$ cat src/rtl/sqv_pkg.sv
// ----------------------------------------------------------------------------
// sqv_pkg
// Shared types, codes and constants of the sprite quad vertex generator.
// ----------------------------------------------------------------------------
package sqv_pkg;

  localparam int VERTEX_COUNT_BITS_DEF = 16;
  localparam int ANGLE_BITS_DEF        = 16;
  localparam int CORDIC_STEPS          = 24;
  localparam int COUNT_W               = 32;
  localparam int DIV_W                 = 48;
  localparam int IN_DATA_W             = 264;
  localparam int OUT_DATA_W            = 176;
  localparam logic signed [33:0] Q30_INV_GAIN = 34'sd652032874;

  localparam logic [1:0] FUNC_BEGIN = 2'd0;
  localparam logic [1:0] FUNC_DRAW  = 2'd1;
  localparam logic [1:0] FUNC_END   = 2'd2;

  typedef struct packed {
    logic        err;
    logic        flush;
    logic        bottom_up;
    logic [COUNT_W-1:0] count;
    logic [31:0] texture_size;
    logic [63:0] source_rect;
    logic [63:0] dest_rect;
    logic [31:0] tint;
    logic [15:0] angle;
    logic [31:0] pivot;
    logic [1:0]  flip;
  } job_t;

  typedef struct packed {
    logic full;
    logic empty;
  } queue_stat_t;

  function automatic logic [31:0] atan_turn(input logic [4:0] i);
    logic [31:0] r;
    unique case (i)
      5'd0:  r = 32'h20000000;
      5'd1:  r = 32'h12E4051E;
      5'd2:  r = 32'h09FB385B;
      5'd3:  r = 32'h051111D4;
      5'd4:  r = 32'h028B0D43;
      5'd5:  r = 32'h0145D7E1;
      5'd6:  r = 32'h00A2F61E;
      5'd7:  r = 32'h00517C55;
      5'd8:  r = 32'h0028BE53;
      5'd9:  r = 32'h00145F2F;
      5'd10: r = 32'h000A2F98;
      5'd11: r = 32'h000517CC;
      5'd12: r = 32'h00028BE6;
      5'd13: r = 32'h000145F3;
      5'd14: r = 32'h0000A2F9;
      5'd15: r = 32'h0000517D;
      5'd16: r = 32'h000028BE;
      5'd17: r = 32'h0000145F;
      5'd18: r = 32'h00000A30;
      5'd19: r = 32'h00000518;
      5'd20: r = 32'h0000028C;
      5'd21: r = 32'h00000146;
      5'd22: r = 32'h000000A3;
      5'd23: r = 32'h00000051;
      default: r = 32'h0;
    endcase
    return r;
  endfunction

  function automatic logic [31:0] sat32(input logic signed [34:0] v);
    logic [31:0] r;
    if (v > 35'sh0_7FFF_FFFF) begin
      r = 32'h7FFF_FFFF;
    end else if (v < -35'sh0_8000_0000) begin
      r = 32'h8000_0000;
    end else begin
      r = v[31:0];
    end
    return r;
  endfunction

endpackage

$ cat src/rtl/sqv_front.sv
// ----------------------------------------------------------------------------
// sqv_front
// Accepts input beats, keeps the batch state and queues draw jobs.
// ----------------------------------------------------------------------------
module sqv_front #(
  parameter int VERTEX_COUNT_BITS = sqv_pkg::VERTEX_COUNT_BITS_DEF
) (
  input  logic                          clk,
  input  logic                          rst,
  input  logic                          s_tvalid,
  output logic                          s_tready,
  input  logic [sqv_pkg::IN_DATA_W-1:0] s_tdata,
  input  logic [1:0]                    s_tuser,
  input  sqv_pkg::queue_stat_t          stat,
  output logic                          push,
  output sqv_pkg::job_t                 job
);

  logic                         batch_open;
  logic [VERTEX_COUNT_BITS-1:0] vertex_count;
  logic [15:0]                  bound_texture;
  logic                         texture_bound;
  logic                         bound_bottom_up;

  logic        accept;
  logic [15:0] tex_id;
  logic        new_tex;
  logic        flush;
  logic        bu_now;
  logic [VERTEX_COUNT_BITS-1:0] base;

  assign s_tready = !stat.full;
  assign accept   = s_tvalid && s_tready;
  assign tex_id   = s_tdata[15:0];
  assign new_tex  = !texture_bound || (bound_texture != tex_id);
  assign flush    = new_tex && texture_bound;
  assign bu_now   = new_tex ? s_tdata[48] : bound_bottom_up;
  assign base     = flush ? '0 : vertex_count;
  assign push     = accept && (s_tuser == sqv_pkg::FUNC_DRAW);

  always_comb begin
    job.err          = !batch_open;
    job.flush        = batch_open && flush;
    job.bottom_up    = bu_now;
    job.count        = sqv_pkg::COUNT_W'(base);
    job.texture_size = s_tdata[47:16];
    job.source_rect  = s_tdata[112:49];
    job.dest_rect    = s_tdata[176:113];
    job.tint         = s_tdata[208:177];
    job.angle        = s_tdata[224:209];
    job.pivot        = s_tdata[256:225];
    job.flip         = s_tdata[258:257];
  end

  always_ff @(posedge clk) begin
    if (rst) begin
      batch_open      <= 1'b0;
      vertex_count    <= '0;
      bound_texture   <= 16'd0;
      texture_bound   <= 1'b0;
      bound_bottom_up <= 1'b0;
    end else if (accept) begin
      if (s_tuser == sqv_pkg::FUNC_BEGIN) begin
        batch_open <= 1'b1;
      end else if (s_tuser == sqv_pkg::FUNC_END) begin
        vertex_count  <= '0;
        texture_bound <= 1'b0;
        batch_open    <= 1'b0;
      end else if (s_tuser == sqv_pkg::FUNC_DRAW && batch_open) begin
        if (new_tex) begin
          texture_bound   <= 1'b1;
          bound_texture   <= tex_id;
          bound_bottom_up <= s_tdata[48];
        end
        vertex_count <= base + VERTEX_COUNT_BITS'(4);
      end
    end
  end

endmodule

$ cat config.mk
export PLATFORM = sky130hd
export DESIGN_NAME = sqv_front
export DESIGN_NICKNAME = d
export VERILOG_FILES = /design/src/rtl/sqv_pkg.sv /design/src/rtl/sqv_front.sv
export SDC_FILE = /design/constraint.sdc
export NUM_CORES = 1
export LEC_CHECK = 0
export BUFFER_PORTS_ARGS = -buffer_cell sky130_fd_sc_hd__buf_4
export CORE_AREA = 2 2 215 217
export CTS_BUF_LIST = sky130_fd_sc_hd__clkbuf_8
export CTS_CLUSTER_DIAMETER = 100
export CTS_CLUSTER_SIZE = 8
export DETAILED_ROUTE_END_ITERATION = 10
export DIE_AREA = 0 0 217 219
export PLACE_DENSITY = 0.31
export SYNTH_ARGS = -nofsm -noshare
export SYNTH_HDL_FRONTEND = slang
export SYNTH_SLANG_ARGS = --single-unit
$ cat constraint.sdc
create_clock -name clk -period 3.7 [get_ports clk]
set_clock_uncertainty 0.2 [all_clocks]
set_input_delay 0.185 -clock clk [delete_from_list [all_inputs] [get_ports clk]]
set_output_delay 0.185 -clock clk [all_outputs]
set_load 0.01 [all_outputs]
## Yosys cells after proc, flatten, opt, wreduce, memory -nomap -nowiden

Index checks and enable logic that the tools add are counted.

- Word-level logic and storage cells: 38
- Flip-flop bits (word level): 35
- Output and inout bits: 279
- Bits of input ports: 271

- Bitwise operators: 2
- Reduce and logical (&&, ||, !) cells: 18
- Add/sub/neg operators: 1
- Equality and inequality tests: 3
- Mux-type cells: 9

Operators with widths:

| cell | count |
|---|---|
| $mux 16 | 3 |
| $add 16x3->16 const B | 1 |
| $ne 16x16->1 | 1 |
| $reduce_and 4->1 | 2 |
| $mux 1 | 6 |
| $reduce_bool 2->1 | 3 |
| $logic_and 1x1->1 | 5 |
| $reduce_and 5->1 | 1 |
| $logic_not 1->1 | 3 |
| $reduce_and 3->1 | 1 |
| $eq 2x1->1 const B | 1 |
| $eq 2x2->1 const B | 1 |
| $logic_not 2->1 | 1 |
| $not 1->1 | 2 |
| $reduce_and 2->1 | 1 |
| $logic_or 1x1->1 | 1 |

## Logic depth before layout (Yosys ltp)

- Depth in word-level cells: 7
- Mapped depth: 12
- Gate-level depth less buffers: 11

## Worst setup path after synthesis

No wires, ideal clock.

- Kind: register to register
- Start: register bound_texture[14]
- End: register vertex_count[10]
- Required time: 3.376 ns
- Cell stages (with the launch flop): 11
- Setup time: 0.124 ns
- Period minus slack after synthesis: 2.729 ns
- Buffers on the path: 1
- Arrival: 2.405 ns
- Path slack: 0.971 ns
- Cell sequence: dfxtp_1 xnor2_2 nand4_2 o41ai_4 clkbuf_1 and2_1 ha_1 nand3_1 or2_2 a31oi_1 o22ai_1

RTL lines:

| item | RTL line | text |
|---|---|---|
| start: declaration | sqv_front.sv:21 | `logic [15:0] bound_texture;` |
| start signal: assignment | sqv_front.sv:72 | `bound_texture <= tex_id;` |
| end signal: assignment | sqv_front.sv:75 | `vertex_count <= base + VERTEX_COUNT_BITS'(4);` |
| end: declaration | sqv_front.sv:20 | `logic [VERTEX_COUNT_BITS-1:0] vertex_count;` |

## Worst setup path after layout

- Start: input s_tdata[12] (netlist bit)
- End: register vertex_count[14]

- Word-level cells in the longest chain between the ends: 7

Ends and longest elaborated chain:

| item | RTL line | text |
|---|---|---|
| start: declaration | sqv_front.sv:12 | `input logic [sqv_pkg::IN_DATA_W-1:0] s_tdata,` |
| $ne 16x16->1 | sqv_front.sv:35 | `assign new_tex = !texture_bound \|\| (bound_texture != tex_id);` |
| $logic_or 1x1->1 | sqv_front.sv:35 |  |
| $logic_and 1x1->1 | sqv_front.sv:36 | `assign flush = new_tex && texture_bound;` |
| $mux 16 | sqv_front.sv:38 | `assign base = flush ? '0 : vertex_count;` |
| $add 16x3->16 | sqv_front.sv:75 |  |
| $mux 16 | sqv_front.sv:69 | `end else if (s_tuser == sqv_pkg::FUNC_DRAW && batch_open) begin` |
| $mux 16 | sqv_front.sv:65 | `end else if (s_tuser == sqv_pkg::FUNC_END) begin` |

No other way between the ends. The select of a mux whose other input is x is not followed.
A chain may end at the register's enable or synchronous reset.

==> flow_summary.ini <==
[outcome]
status = complete, no violations

[min_path]
holdCritPathClass = in -> reg

[power_and_ir_drop]
leakagePower_nw = 1.008
total_power_uw = 769.2
cellPowerDensity_nw_per_um2 = 233.5
ir_drop_v = 0.0001224

[finish]
n_fill_cell = 5326
syn2layout_area_growth_pct = -15.31
drive_above_1_share_pct = 21.59
nNetsFinal = 573
num_antenna_cells = 0
regArea_um2 = 700.7
multiInputGateArea_um2 = 1207
finish.instance_area_um2 = 3294

[route]
via_per_inst = 2.387
routedWlPerCell_um = 12.50
drc = 0
dr.pass1.iters = 4
route.met3.wl_mm = 1.646
dr_wl_met2_mm = 5.099
routed_wl_mm = 11.27
drt_iter0_markers = 66
m1WireLength_mm = 3.000
via_count = 2151
routed.top_layer = met5
antenna_left = 0

[clocking]
tritoncts = done
cts-root-buf = clkbuf_8
cts_resized = 0
post_cts_buffers = 0
cts_max_level = 2
cts_buffers = 5
clkSinkCount = 35
clockBufferDepth = 2
path_clk_slew_ns = 0.08
clk_latency_ns = 0.30

[grt]
grt_start_max_net_pins = 39
grt_pass1_wl_mm = 15.19
antenna_found_initial = 1
grt_overflow = 0
grt_usage_pct = 4.551
grt_pass1_vias = 2224

[logic_synthesis]
yosys.area.top_type = buf_4
synth.avg_cell_area_um2 = 8.004
synth_edf_count = 0
ys_top_cells_by_area = buf_4, dfxtp_1, mux2i_1, nand2_1, xnor2_1
netlist_area_um2 = 3890
synth_cells = 486
synthTopCellsByCount = buf_4, nand2_1, dfxtp_1
yosys_warnings = 0
async_flop_share_pct = 0
ys_types = 40
yosysMostFrequentCell = buf_4
seq_area_frac_synth_pct = 18.01
ys_ff_latch = 35
yosysTopAreaCellShare_pct = 50.37
synthFlopType = dfxtp_1

[setup_path]
path_class = in -> reg
end_kind = register
critPathBufInv = 2
path_cells = dlygate4sd3_1 -> buf_4 -> xnor2_1 -> nand4_1 -> o41ai_4 -> and2_1 -> ha_1 -> nand3_1 -> nor3_1 -> nand3_1 -> xor2_1 -> o21ai_1
path_delay_family = simple AND/OR/NAND/NOR gates
critPathLaunchType = input port
critPathSlowestCell = dlygate4sd3_1
required_ns = 3.74
slowest_delay_ns = 0.53
cpMostUsedCell = nand3_1
crit_path_max_fanout = 4
worstPathArrival_ns = 3.10

[placed_design]
dpl.hpwl_mm = 9.055
routabilityCongestion = 0.6115
postPlaceCellArea_um2 = 3027
pre_cts_ws_ns = 0.7437
port_buffers = 43

[timing]
hold_violations = 0
maxSlewHeadroom_pct = 35.34
min_period_over_period_pct = 82.70
fmax_mhz = 326.8
rsz0062_at_grt = false
fin_ws_ns = 0.6403
worstMarginPinSlew_ns = 0.9663
setup_tns_ns = 0
report.final.setup_viol = 0
drv_slew = 0
fin_crit_ns = 3.060

[floorplan]
initial_core_util_pct = 8.627
die_w_um = 217
die_height_um = 219
io_pins = 550
fp.dieArea_um2 = 47520
coreArea_um2 = 45090
num_rows = 78

[flow_run]
maxCapViolations = 0
==> final timing paths <==
path / from / end / slack (ns) / depth (start not counted)
setup / recovery: s_tdata[12] / vertex_count[14] / 0.64 / 12
hold / removal: s_tuser[0] / batch_open / 0.05 / 4
setup reg to reg: bound_texture[12] / vertex_count[14] / 0.87 / 10
hold reg to reg: bound_bottom_up / bound_bottom_up / 0.26 / 2
==> worst min-delay path, cell delays in order <==
cell	delay, ns
buf_4	0.10
nor2_1	0.04
o22ai_1	0.14
nor2_1	0.05
==> layout make-up <==
class | count | share of cell area, %
clock inverters | 1 | 0.1519
well taps | 600 | 22.79
multi-input cells | 188 | 36.65
inverters | 8 | 0.9115
clock buffers | 6 | 2.507
flip-flops and latches | 35 | 21.27
repair buffers | 63 | 15.72
==> state kept, by name (all words and copies together), names as in the netlist <==
register / cells
batch_open: 1
texture_bound: 1
bound_bottom_up: 1
bound_texture: 16
vertex_count: 16
==> where the power goes <==
| group | internal (mW) | total, mW | leakage, nW | switching (mW) |
|---|---|---|---|---|
| registers | 0.378 | 0.379 | 0.282 | 0.00120 |
| logic | 0.0451 | 0.0913 | 0.679 | 0.0462 |
| clock network | 0.146 | 0.299 | 0.0470 | 0.153 |
| total | 0.569 | 0.769 | 1.01 | 0.200 |
==> layer usage <==
layer / track usage [%] / vias to the layer above
li1: - / 908
met1: 3.383 / 888
met2: 7.103 / 211
met3: 2.592 / 140
met4: 6.301 / 4
met5: 0.8333 / -
==> metrics by stage <==
stage	instances	hold slack (ns)	utilization [%]
global placement	876	0.1701	6.713
detailed placement	876	0.1701	6.713
CTS	901	0.02367	7.307
global route	901	0.06063	7.307
finish	901	0.05318	7.307
floorplan	501	0.1271	-
==> cell families after synthesis <==
kind of cell | share of synthesized area, %
buffers and inverters | 52.40
xor gates and xnor gates | 4.921
adders and majority gates | 0.3216
DFF | 18.01
other | 0.09640
and+or+nand+nor | 13.83
AOI/OAI and AO/OA | 5.501
muxes | 4.921
==> layout by cell type, fill, tap and decap left out, types with 2 or more instances in the layout <==
cell type      netlist  routed
o22ai_1              3       3
nor2_1               8       8
xor2_1               3       3
nor3_1               4       4
nor3b_1              2       2
clkbuf_8             0       6
dlygate4sd3_1        0      18
a21oi_1              2       2
a32o_1               2       2
nand4_1              4       4
xnor2_1             17      17
a31oi_1             10      10
nand4_2              2       2
nand2b_1             3       3
inv_1                8       8
o21ai_1              4       4
mux2i_1             18      18
dfxtp_1             35      35
conb_1               1      16
buf_4              261      45
nand2_1             48      48
nand3_1              8       8
and2_1              17      17
==> repair_timing <==
action	4_1_cts	5_1_grt
endpoints found under the setup margin	0	0
endpoints found under the hold margin	23	0
hold buffers	18	0
Power figures use the tool's default switching activity.
